<file path="config.mk">
export PLATFORM = sky130hd
export DESIGN_NAME = modular_exponentiation_inverse_flat
export DESIGN_NICKNAME = d
export VERILOG_FILES = /design/src/rtl/core/mexi_pkg.sv /design/src/rtl/core/mexi_chan_if.sv /design/src/rtl/core/mexi_mulmod.sv /design/src/rtl/core/modular_exponentiation_inverse.sv /design/src/flat_wrapper.sv
export SDC_FILE = /design/constraint.sdc
export NUM_CORES = 2
export LEC_CHECK = 0
export ABC_AREA = 1
export BUFFER_PORTS_ARGS = -buffer_cell sky130_fd_sc_hd__buf_2
export CAP_MARGIN = 20
export CORE_MARGIN = 1
export CORE_UTILIZATION = 40
export CTS_BUF_LIST = sky130_fd_sc_hd__clkbuf_4 sky130_fd_sc_hd__clkbuf_8
export DETAILED_ROUTE_END_ITERATION = 10
export GPL_ROUTABILITY_DRIVEN = 0
export PLACE_DENSITY = 0.56
export SLEW_MARGIN = 15
export SYNTH_ARGS = -nofsm -noshare
export SYNTH_HDL_FRONTEND = slang
export SYNTH_SLANG_ARGS = --single-unit
</file>
<file path="constraint.sdc">
create_clock -name clock -period 11.5 [get_ports clock]
set_clock_uncertainty 0.05 [all_clocks]
set_input_delay 1.15 -clock clock [delete_from_list [all_inputs] [get_ports clock]]
set_output_delay 1.15 -clock clock [all_outputs]
set_load 0.05 [all_outputs]
</file>
<file path="src/rtl/core/mexi_pkg.sv">
package mexi_pkg;

   localparam int RES_WIDTH = 30;
   localparam int EXP_WIDTH = 63;

   // the prime and the exponent that gives an inverse by fermat
   localparam logic [RES_WIDTH-1:0] MODULUS      = 30'd1000000007;
   localparam logic [EXP_WIDTH-1:0] INV_EXPONENT = 63'd1000000005;

   // barrett reduction with k = 30: mu = floor(2^60 / m)
   localparam logic [61:0] BARRETT_NUM = 62'h1 << 60;
   localparam logic [30:0] BARRETT_MU  = 31'(BARRETT_NUM / 62'(MODULUS));
   localparam logic [31:0] MOD_X1      = 32'(MODULUS);
   localparam logic [31:0] MOD_X2      = 32'(MODULUS) << 1;

   typedef enum logic {
      OP_POWER   = 1'b0,
      OP_INVERSE = 1'b1
   } mexi_op_type;

   // where a product from the multiplier is written back
   typedef enum logic {
      DEST_BASE = 1'b0,
      DEST_ACC  = 1'b1
   } mexi_dest_type;

   typedef enum logic [2:0] {
      ST_IDLE,
      ST_SQUARE,
      ST_MULTIPLY,
      ST_DRAIN,
      ST_FINISH
   } mexi_state_type;

   typedef struct packed {
      logic                 valid;
      mexi_dest_type        dest;
      logic [RES_WIDTH-1:0] a;
      logic [RES_WIDTH-1:0] b;
   } mexi_mm_req_type;

   typedef struct packed {
      logic                 valid;
      mexi_dest_type        dest;
      logic [RES_WIDTH-1:0] value;
      logic                 busy;
   } mexi_mm_rsp_type;

endpackage

</file>
<file path="src/rtl/core/mexi_chan_if.sv">
interface mexi_req_if import mexi_pkg::*; ();
   logic                 valid;
   logic                 ready;
   logic                 op;
   logic [RES_WIDTH-1:0] base;
   logic [EXP_WIDTH-1:0] exponent;

   modport source (output valid, output op, output base, output exponent, input ready);
   modport sink (input valid, input op, input base, input exponent, output ready);
endinterface

interface mexi_rsp_if import mexi_pkg::*; ();
   logic                 valid;
   logic                 ready;
   logic [RES_WIDTH-1:0] result;
   logic                 error;

   modport source (output valid, output result, output error, input ready);
   modport sink (input valid, input result, input error, output ready);
endinterface

</file>
<file path="src/rtl/core/mexi_mulmod.sv">
module mexi_mulmod import mexi_pkg::*; (
   input  logic            clock,
   input  logic            reset,
   input  mexi_mm_req_type mm_req,
   output mexi_mm_rsp_type mm_rsp
);

   logic [59:0]          prod_ff, prod_in;
   logic [30:0]          quo_ff, quo_in;
   logic [31:0]          plo_ff, plo_in;
   logic [31:0]          rem_ff, rem_in;
   logic [RES_WIDTH-1:0] value_ff, value_in;
   logic [61:0]          q2;
   logic [31:0]          qm;
   logic [3:0]           valid_ff;
   mexi_dest_type        dest1_ff, dest2_ff, dest3_ff, dest4_ff;

   always_comb begin
      prod_in = 60'(mm_req.a) * 60'(mm_req.b);
      // quotient estimate from the top bits of the product
      q2      = 62'(prod_ff[59:29]) * 62'(BARRETT_MU);
      quo_in  = q2[61:31];
      plo_in  = prod_ff[31:0];
      // remainder is below 3m, so 32 bits are enough
      qm      = 32'(quo_ff) * MOD_X1;
      rem_in  = plo_ff - qm;
      if (rem_ff >= MOD_X2) begin
         value_in = RES_WIDTH'(rem_ff - MOD_X2);
      end else if (rem_ff >= MOD_X1) begin
         value_in = RES_WIDTH'(rem_ff - MOD_X1);
      end else begin
         value_in = RES_WIDTH'(rem_ff);
      end
   end

   always_ff @(posedge clock) begin
      if (reset) begin
         valid_ff <= '0;
      end else begin
         valid_ff <= {valid_ff[2:0], mm_req.valid};
      end
      prod_ff  <= prod_in;
      quo_ff   <= quo_in;
      plo_ff   <= plo_in;
      rem_ff   <= rem_in;
      value_ff <= value_in;
      dest1_ff <= mm_req.dest;
      dest2_ff <= dest1_ff;
      dest3_ff <= dest2_ff;
      dest4_ff <= dest3_ff;
   end

   assign mm_rsp.valid = valid_ff[3];
   assign mm_rsp.dest  = dest4_ff;
   assign mm_rsp.value = value_ff;
   assign mm_rsp.busy  = |valid_ff;

   a_stage_flow: assert property (@(posedge clock) disable iff (reset)
      valid_ff[0] |=> valid_ff[1])
      else $error("mulmod stage lost its operand");

   a_rem_bound: assert property (@(posedge clock) disable iff (reset)
      valid_ff[2] |-> rem_ff < (MOD_X2 + MOD_X1))
      else $error("barrett remainder out of range");

   a_value_bound: assert property (@(posedge clock) disable iff (reset)
      mm_rsp.valid |-> mm_rsp.value < MODULUS)
      else $error("mulmod result not reduced");

endmodule

</file>
<file path="src/rtl/core/modular_exponentiation_inverse.sv">
// Modular power and inverse modulo the prime 1000000007. An item with op 0 returns
// base^exponent (exponent of zero gives 1), an item with op 1 returns the inverse of
// base as base^(1000000005); the inverse of zero returns 0 with error set. A base at
// or above the modulus is reduced first. One item is worked at a time: req ready is
// high only while the sequencer is idle, and each item gives exactly one rsp item,
// held in an output register so the next item can be taken while it waits. Timing is
// set by the four-stage barrett multiplier, shared by squarings and multiplies: each
// exponent bit up to the highest set one costs a squaring, and a multiply as well when
// the bit is set, and the sequencer drains both products before the next bit; an
// exponent of zero or an inverse of zero skips the loop and goes straight to finish.
module modular_exponentiation_inverse import mexi_pkg::*; (
   input logic     clock,
   input logic     reset,
   mexi_req_if.sink   req_chan,
   mexi_rsp_if.source rsp_chan
);

   mexi_state_type       state_ff, state_in;
   logic [RES_WIDTH-1:0] base_ff, base_in;
   logic [RES_WIDTH-1:0] acc_ff, acc_in;
   logic [EXP_WIDTH-1:0] exp_ff, exp_in;
   logic                 err_ff, err_in;
   logic                 rsp_valid_ff, rsp_valid_in;
   logic [RES_WIDTH-1:0] result_ff, result_in;
   logic                 error_ff, error_in;
   logic [RES_WIDTH-1:0] base_red;
   logic                 load_rsp;
   mexi_mm_req_type      mm_req;
   mexi_mm_rsp_type      mm_rsp;

   mexi_mulmod u_mulmod (
      .clock  (clock),
      .reset  (reset),
      .mm_req (mm_req),
      .mm_rsp (mm_rsp)
   );

   assign base_red = (req_chan.base >= MODULUS) ? (req_chan.base - MODULUS) : req_chan.base;

   always_comb begin
      state_in = state_ff;
      base_in  = base_ff;
      acc_in   = acc_ff;
      exp_in   = exp_ff;
      err_in   = err_ff;
      load_rsp = 1'b0;
      mm_req   = '{valid: 1'b0, dest: DEST_BASE, a: base_ff, b: base_ff};
      req_chan.ready = 1'b0;

      // products come back while the sequencer waits
      if (mm_rsp.valid) begin
         if (mm_rsp.dest == DEST_ACC) begin
            acc_in = mm_rsp.value;
         end else begin
            base_in = mm_rsp.value;
         end
      end

      case (state_ff)
         ST_IDLE: begin
            req_chan.ready = 1'b1;
            if (req_chan.valid) begin
               base_in = base_red;
               acc_in  = RES_WIDTH'(1);
               err_in  = 1'b0;
               if (mexi_op_type'(req_chan.op) == OP_INVERSE) begin
                  exp_in = INV_EXPONENT;
                  if (base_red == '0) begin
                     acc_in = '0;
                     err_in = 1'b1;
                  end
               end else begin
                  exp_in = req_chan.exponent;
               end
               if (err_in || exp_in == '0) begin
                  state_in = ST_FINISH;
               end else begin
                  state_in = ST_SQUARE;
               end
            end
         end
         ST_SQUARE: begin
            mm_req = '{valid: 1'b1, dest: DEST_BASE, a: base_ff, b: base_ff};
            state_in = exp_ff[0] ? ST_MULTIPLY : ST_DRAIN;
         end
         ST_MULTIPLY: begin
            // base_ff still holds the old base, the square is in flight
            mm_req = '{valid: 1'b1, dest: DEST_ACC, a: acc_ff, b: base_ff};
            state_in = ST_DRAIN;
         end
         ST_DRAIN: begin
            if (!mm_rsp.busy) begin
               exp_in   = exp_ff >> 1;
               state_in = (exp_in == '0) ? ST_FINISH : ST_SQUARE;
            end
         end
         ST_FINISH: begin
            if (!rsp_valid_ff || rsp_chan.ready) begin
               load_rsp = 1'b1;
               state_in = ST_IDLE;
            end
         end
         default: begin
            state_in = ST_IDLE;
         end
      endcase

      rsp_valid_in = load_rsp | (rsp_valid_ff & ~rsp_chan.ready);
      result_in    = load_rsp ? acc_ff : result_ff;
      error_in     = load_rsp ? err_ff : error_ff;
   end

   always_ff @(posedge clock) begin
      if (reset) begin
         state_ff     <= ST_IDLE;
         rsp_valid_ff <= 1'b0;
      end else begin
         state_ff     <= state_in;
         rsp_valid_ff <= rsp_valid_in;
      end
      base_ff   <= base_in;
      acc_ff    <= acc_in;
      exp_ff    <= exp_in;
      err_ff    <= err_in;
      result_ff <= result_in;
      error_ff  <= error_in;
   end

   assign rsp_chan.valid  = rsp_valid_ff;
   assign rsp_chan.result = result_ff;
   assign rsp_chan.error  = error_ff;

   a_error_zero: assert property (@(posedge clock) disable iff (reset)
      rsp_chan.valid && rsp_chan.error |-> rsp_chan.result == '0)
      else $error("error item with non-zero result");

   a_wb_in_work: assert property (@(posedge clock) disable iff (reset)
      mm_rsp.valid |-> (state_ff == ST_MULTIPLY || state_ff == ST_DRAIN))
      else $error("product returned outside the exponent loop");

   a_accept_leaves_idle: assert property (@(posedge clock) disable iff (reset)
      req_chan.valid && req_chan.ready |=> state_ff != ST_IDLE)
      else $error("item accepted but sequencer stayed idle");

   a_result_reduced: assert property (@(posedge clock) disable iff (reset)
      rsp_chan.valid |-> rsp_chan.result < MODULUS)
      else $error("result not reduced");

endmodule

</file>
<file path="src/flat_wrapper.sv">
// flat-port wrapper written by rule: the top's interface ports become plain ports
module modular_exponentiation_inverse_flat import mexi_pkg::*;
  (clock, reset, req_chan_valid, req_chan_op, req_chan_base, req_chan_exponent, req_chan_ready, rsp_chan_valid, rsp_chan_result, rsp_chan_error, rsp_chan_ready);
  mexi_req_if req_chan_i ();
  mexi_rsp_if rsp_chan_i ();
  input logic clock;
  input logic reset;
  input wire logic [$bits(req_chan_i.valid)-1:0] req_chan_valid;
  input wire logic [$bits(req_chan_i.op)-1:0] req_chan_op;
  input wire logic [$bits(req_chan_i.base)-1:0] req_chan_base;
  input wire logic [$bits(req_chan_i.exponent)-1:0] req_chan_exponent;
  output wire logic [$bits(req_chan_i.ready)-1:0] req_chan_ready;
  output wire logic [$bits(rsp_chan_i.valid)-1:0] rsp_chan_valid;
  output wire logic [$bits(rsp_chan_i.result)-1:0] rsp_chan_result;
  output wire logic [$bits(rsp_chan_i.error)-1:0] rsp_chan_error;
  input wire logic [$bits(rsp_chan_i.ready)-1:0] rsp_chan_ready;
  assign req_chan_i.valid = req_chan_valid;
  assign req_chan_i.op = req_chan_op;
  assign req_chan_i.base = req_chan_base;
  assign req_chan_i.exponent = req_chan_exponent;
  assign req_chan_ready = req_chan_i.ready;
  assign rsp_chan_valid = rsp_chan_i.valid;
  assign rsp_chan_result = rsp_chan_i.result;
  assign rsp_chan_error = rsp_chan_i.error;
  assign rsp_chan_i.ready = rsp_chan_ready;
  modular_exponentiation_inverse u_core (.clock(clock), .reset(reset), .req_chan(req_chan_i), .rsp_chan(rsp_chan_i));
endmodule
</file>
# == Yosys cells after proc, flatten, opt, wreduce, memory -nomap -nowiden ==
# Cells that the tools add are included.
# totals
in_bits,98
wordCells,84
output_inout_bits,33
regBits,352
# op_classes
add_sub_neg,4
n_reduce_logical,12
n_eq_ne,7
magnitude_cmp,3
mul,3
n_bitwise,3
n_mux,34
# op_table
operator,n
30-bit 2-to-1 mux,12
63-bit 2-to-1 mux,5
63-bit logical NOT,2
63-bit case mux with 2 select lines,1
62-bit case mux with 2 select lines,1
30-bit subtractor (second input constant),3
30-bit by 30-bit multiplier with 60-bit output,1
31-bit by 28-bit multiplier with 59-bit output (second input constant),1
32-bit by 30-bit greater-or-equal comparator with 1-bit output (second input constant),1
32-bit by 31-bit greater-or-equal comparator with 1-bit output (second input constant),1
31-bit by 30-bit multiplier with 32-bit output (second input constant),1
32-bit subtractor,1
30-bit greater-or-equal comparator (second input constant),1
30-bit logical NOT,1
3-bit 2-to-1 mux,5
3-bit case mux with 5 select lines,1
1-bit 2-to-1 mux,9
3-bit by 2-bit equality test with 1-bit output (second input constant),2
3-bit AND reduction,2
2-bit != test (second input constant),2
4-bit OR reduction,1
3-bit by 1-bit equality test with 1-bit output (second input constant),1
3-bit equality test (second input constant),1
3-bit logical NOT,1
other kinds (8),9

# == Longest topological paths before layout ==
# logic_depth
ltp_word,11
mapped_depth,42
depth_no_buf,39

# == By module ==
# Synthesis repeated with hierarchy kept, for this count alone.
# hier_totals
hier_cells,8883
hier_area_um2,70296.2
# modules_own_cells
module,cells_each,seq_area_each_um2,area_each_um2,n_inst
mexi_mulmod,7675,3863.7,61572.8,1
modular_exponentiation_inverse,1208,4134.0,8723.4,1

# == Least setup slack after synthesis ==
# OpenSTA, ideal clock, no wires.
# synth_path
kind,reg2reg
start,register u_core.state_ff[1]
end,register u_core.u_mulmod.prod_ff[46]
setup_time_ps,121
required_time_ps,11329
period_less_slack_ps,7995
n_path_buf,3
t_arrival_ps,7824
stages_incl_launch_ff,38
setup_slack_ps,3505
cell_sequence,dfxtp_1 -> inv_1 -> nor3_2 -> inv_1 -> clkbuf_1 -> clkbuf_1 -> or2_2 -> nand2_1 -> clkbuf_1 -> nor2_1 -> fa_1 -> fa_1 -> fa_1 -> inv_1 -> fa_1 -> inv_1 -> fa_1 -> inv_1 -> [... 2 more ...] -> fa_1 -> inv_1 -> fa_1 -> inv_1 -> ha_1 -> nand2_1 -> inv_1 -> nand2_1 -> nand2_1 -> o21bai_1 -> nand3_1 -> a21oi_1 -> inv_1 -> a21oi_1 -> o21ai_0 -> nand2_1 -> nand2_1 -> xor2_1
# synth_between
elab_chain_len,3
word_cells_on_any_way,4
classes_between,mul: 1; eq/ne: 2; mux: 1
# synth_rtl
element,line_no,rtl
start: declaration,modular_exponentiation_inverse.sv:18,"mexi_state_type state_ff, state_in;"
start signal: assignment,modular_exponentiation_inverse.sv:118,state_ff <= state_in;
3-bit by 2-bit equality test with 1-bit output or 3-bit by 1-bit equality test with 1-bit output (tied branches),modular_exponentiation_inverse.sv:59,case (state_ff)
62-bit case mux with 2 select lines (*),modular_exponentiation_inverse.sv:59,
30-bit by 30-bit multiplier with 60-bit output (*),mexi_mulmod.sv:19,prod_in = 60'(mm_req.a) * 60'(mm_req.b);
named net u_core.u_mulmod.prod_in[46],mexi_mulmod.sv:8,"logic [59:0] prod_ff, prod_in;"
end signal: assignment,mexi_mulmod.sv:42,prod_ff <= prod_in;
end: declaration,mexi_mulmod.sv:8,
# The timed path passes the listed nets; every way through them passes the cells marked *.
# A chain may end at the register's enable or synchronous reset.

# == Worst setup path in the final report ==
# layout_path
start,register u_core.state_ff[1]
end,register u_core.u_mulmod.prod_ff[54]
# The elaborated chain is that of the path after synthesis.

==> impl.org <==
** Status
- The flow ran to the end, and the final reports show no timing, DRC or antenna violations.

** Logic synthesis
- Distinct cell type count after synthesis :: 63
- For this run, the leading register cell type out of synthesis is sky130_fd_sc_hd__dfxtp_1.
- Library cell occupying the most area in the post-synthesis netlist :: sky130_fd_sc_hd__fa_1
- Counting every instance in the synthesized netlist gives 7,620.
- Averaged over all synthesized cells, the footprint is 8.60 µm².
- The top cell type by area accounts for 38.5% of the synthesized area.
- Post-Syn Nets :: 9,763
- In the synthesized netlist the async set-or-reset flop fraction comes to 0%.
- Syn Std Cell Area :: 65,500 µm²
- The most common cell in the synthesized netlist is sky130_fd_sc_hd__inv_1.
- Syn. warnings :: 0
- Synth cell count leaders :: 1,981 x sky130_fd_sc_hd__inv_1, 1,260 x sky130_fd_sc_hd__fa_1, 1,167 x sky130_fd_sc_hd__nand2_1, 785 x sky130_fd_sc_hd__ha_1, 768 x sky130_fd_sc_hd__nor2_1
- Leading post-synthesis cells by cell area :: sky130_fd_sc_hd__fa_1 38%, sky130_fd_sc_hd__ha_1 15%, sky130_fd_sc_hd__inv_1 11%
- Counting flops with a built-in enable in the synthesized netlist gives 95.
- Seq/Total Area, Yosys :: 12.2%
- Register bit count reported by yosys :: 352

** Die
- I/O pin count :: 131
- Starting density of the core :: 40.3%
- The core region is 163,000 µm².
- Chip height :: 407 µm
- Row count :: 148
- The die covers 165,000 µm².
- Die extent in x :: 407 µm

** GRT
- Wire length of the first global-routing pass :: 328,000 µm
- Antenna violations before repair :: 24
- In the global route stage, overall resource usage came out at 26.8%.
- The via count of the first global-routing pass was 53,184.
- Total global routing overflow :: 0
- Entering global routing, the biggest net connects 97 pins.

** Clocking
- Clock tree synthesis found a total of 352 sinks.
- Number of CTS-inserted buffers :: 66
- For the worst-skew pair, the clock arrives at the later sink with an insertion delay of 0.82 ns.
- CTS HTree Levels :: 3
- Reg clk slew, reported paths :: 0.06 ns
- In this run, post-CTS hold repair placed 0 buffers.
- TritonCTS clock tree :: done
- In this run the clock root is driven by a sky130_fd_sc_hd__clkbuf_8.
- Maximum buffer depth of the clock tree :: 3
- Buffers added to address setup during post-CTS repair amount to 0.
- CTS resizes :: 0

** Detailed routing
- In this run the remaining antenna-violating nets after routing total 0.
- Number of vias per cell after detailed routing :: 5.12
- Total vias in the final route :: 51,013
- Average wire per cell in the routed design :: 21.7 µm
- Iteration-0 DRC count of the detailed router :: 4,501
- For this run, the detailed router's first-pass iteration total came to 6.
- WL final :: 216,000 µm
- Residual DRC :: 0

** Timing
- After layout, the worst setup slack is 1.71 ns.
- Final setup violating endpoints :: 0
- Across all hold checks on the routed design, the worst slack comes to 0.246 ns.
- The number of hold-slack violations in the final timing report is 0.
- The final critical path takes up 85.2% of the cycle.
- Worst slew pin tran :: 1.02 ns
- Summed negative setup slack over all endpoints :: 0 ns
- Setup repair after global routing left no endpoint under its margin.
- The worst pin sits at a relative slew slack of 32.0%.
- The number of pins exceeding their max-slew limit in the final report came to 0.
- Max frequency :: 102 MHz
- Time the worst path needs with I/O delays and setup :: 9.79 ns

** Worst setup path
- Crit Path Class :: flip-flop to flip-flop
- Top fanout value on the critical path :: 29
- Crit path largest cell delay :: 0.72 ns
- Kind of launch point of the worst setup path :: flip-flop
- Buf/Inv on CP :: 9
- Delay-heaviest family, CP :: adder cells
- Nature of the critical path endpoint :: flip-flop
- Data required time at the worst endpoint :: 12.07 ns
- Counting stages on the worst path, the most repeated cell is sky130_fd_sc_hd__nand2_1.
- For this design, the slowest cell found on the critical path is sky130_fd_sc_hd__inv_1.
- The setup check on the worst reg-to-reg path leaves a slack of 1.71 ns.
- Arrival time at the worst endpoint :: 10.37 ns

** Place
- Estimated wirelength of the detail-placed design :: 181,000 µm
- Quantity of I/O buffers inserted on ports :: 130
- Setup slack after placement :: 1.97 ns
- After detailed placement, the design holds a cell count of 9,829.

** Cells and area
- Area used by sequential logic in the layout :: 8000 µm²
- Share of final-layout standard cells stronger than drive strength 1 :: 5.47%
- Once layout is complete, the cells apart from fillers number 9,956.
- NumNets Final :: 9,868
- From synthesis to final layout, the design area changed by 7.49%.
- Fill cells :: 16,291
- Area of combinational cells with multiple inputs :: 49,300 µm²

** Flow run
- Max cap viols :: 0

** Worst hold path
- In this run the worst hold path is classified as flip-flop to flip-flop.
-- worst register-to-register path, delay by kind of cell (launching register included) --
family | cells | cell delay [ns]
and+or+nand+nor | 12 | 1.89
adders and majority gates | 9 | 4.41
buffers and inverters | 9 | 1.72
AOI/OAI and AO/OA | 4 | 1.07
DFF | 1 | 0.37
xor gates and xnor gates | 1 | 0.15
-- metal layers --
metal	global-route usage, %	share of wire (%)	routed length [µm]
met1	36.2	42	90200
met2	42.2	45	96800
met3	5.80	9.4	20400
met4	9.60	4.1	8820
met5	0	0.026	57
-- cells in the final DEF, fill, tap and decap left out, types with 27 or more instances in the layout --
| cell type | n |
|---|---|
| sky130_fd_sc_hd__nor4_1 | 33 |
| sky130_fd_sc_hd__buf_2 | 130 |
| sky130_fd_sc_hd__inv_1 | 1981 |
| sky130_fd_sc_hd__dfxtp_1 | 257 |
| sky130_fd_sc_hd__o21ai_0 | 213 |
| sky130_fd_sc_hd__or2_2 | 40 |
| sky130_fd_sc_hd__nand4_1 | 36 |
| sky130_fd_sc_hd__nor2_1 | 768 |
| sky130_fd_sc_hd__xnor2_1 | 67 |
| sky130_fd_sc_hd__nand3_1 | 95 |
| sky130_fd_sc_hd__buf_4 | 105 |
| sky130_fd_sc_hd__nand2_1 | 1165 |
| sky130_fd_sc_hd__a31oi_1 | 58 |
| sky130_fd_sc_hd__a21oi_1 | 197 |
| sky130_fd_sc_hd__edfxtp_1 | 95 |
| sky130_fd_sc_hd__o211ai_1 | 27 |
| sky130_fd_sc_hd__fa_1 | 1260 |
| sky130_fd_sc_hd__nor3_1 | 29 |
| sky130_fd_sc_hd__xor2_1 | 129 |
| sky130_fd_sc_hd__clkbuf_8 | 73 |
| sky130_fd_sc_hd__ha_1 | 785 |
-- flip-flops by register name (all words and copies together) (netlist names) --
signal                    count
u_core.acc_ff                30
u_core.base_ff               30
u_core.err_ff                 1
u_core.exp_ff                63
u_core.rsp_chan.error         1
u_core.rsp_chan.result       30
u_core.rsp_chan.valid         1
u_core.state_ff               3
u_core.u_mulmod.dest1_ff      1
u_core.u_mulmod.dest2_ff      1
u_core.u_mulmod.dest3_ff      1
u_core.u_mulmod.dest4_ff      1
u_core.u_mulmod.plo_ff       32
u_core.u_mulmod.prod_ff      60
u_core.u_mulmod.quo_ff       31
u_core.u_mulmod.rem_ff       32
u_core.u_mulmod.valid_ff      4
u_core.u_mulmod.value_ff     30
-- cell type report --
type | count | share of cell area, %
Antenna cell | 9 | 0.0320
Clock buffer | 93 | 1.64
Tap cell | 2175 | 3.86
Multi-Input combinational cell | 5067 | 69.9
Sequential cell | 352 | 11.4
Timing Repair Buffer | 237 | 2.11
Inverter | 2001 | 10.7
Clock inverter | 22 | 0.389
-- path summary, 6_finish.rpt --
check / from / endpoint / cells past startpoint
max: u_core.state_ff[1] / u_core.u_mulmod.prod_ff[54] / 35
min: u_core.u_mulmod.prod_ff[26] / u_core.u_mulmod.plo_ff[26] / 0
max reg2reg: u_core.state_ff[1] / u_core.u_mulmod.prod_ff[54] / 35
min reg2reg: u_core.u_mulmod.prod_ff[26] / u_core.u_mulmod.plo_ff[26] / 0
-- kinds of logic after synthesis --
family | synth area share [%]
AOI/OAI and AO/OA | 5.49
xor gates and xnor gates | 2.62
adders and majority gates | 53.5
buffers and inverters | 12.7
DFF | 12.2
and+or+nand+nor | 13.5
-- metrics by stage --
| step | util (%) | cell area [µm²] |
|---|---|---|
| after floorplan | - | 65500 |
| after global placement | 42.3 | 68900 |
| after detailed placement | 42.3 | 68900 |
| after CTS | 43.2 | 70400 |
| after global routing | 43.3 | 70400 |
| final | 43.3 | 70400 |
Power is not shown: default switching activity piles up to over one toggle a cycle in this logic, so the estimate is an artifact.
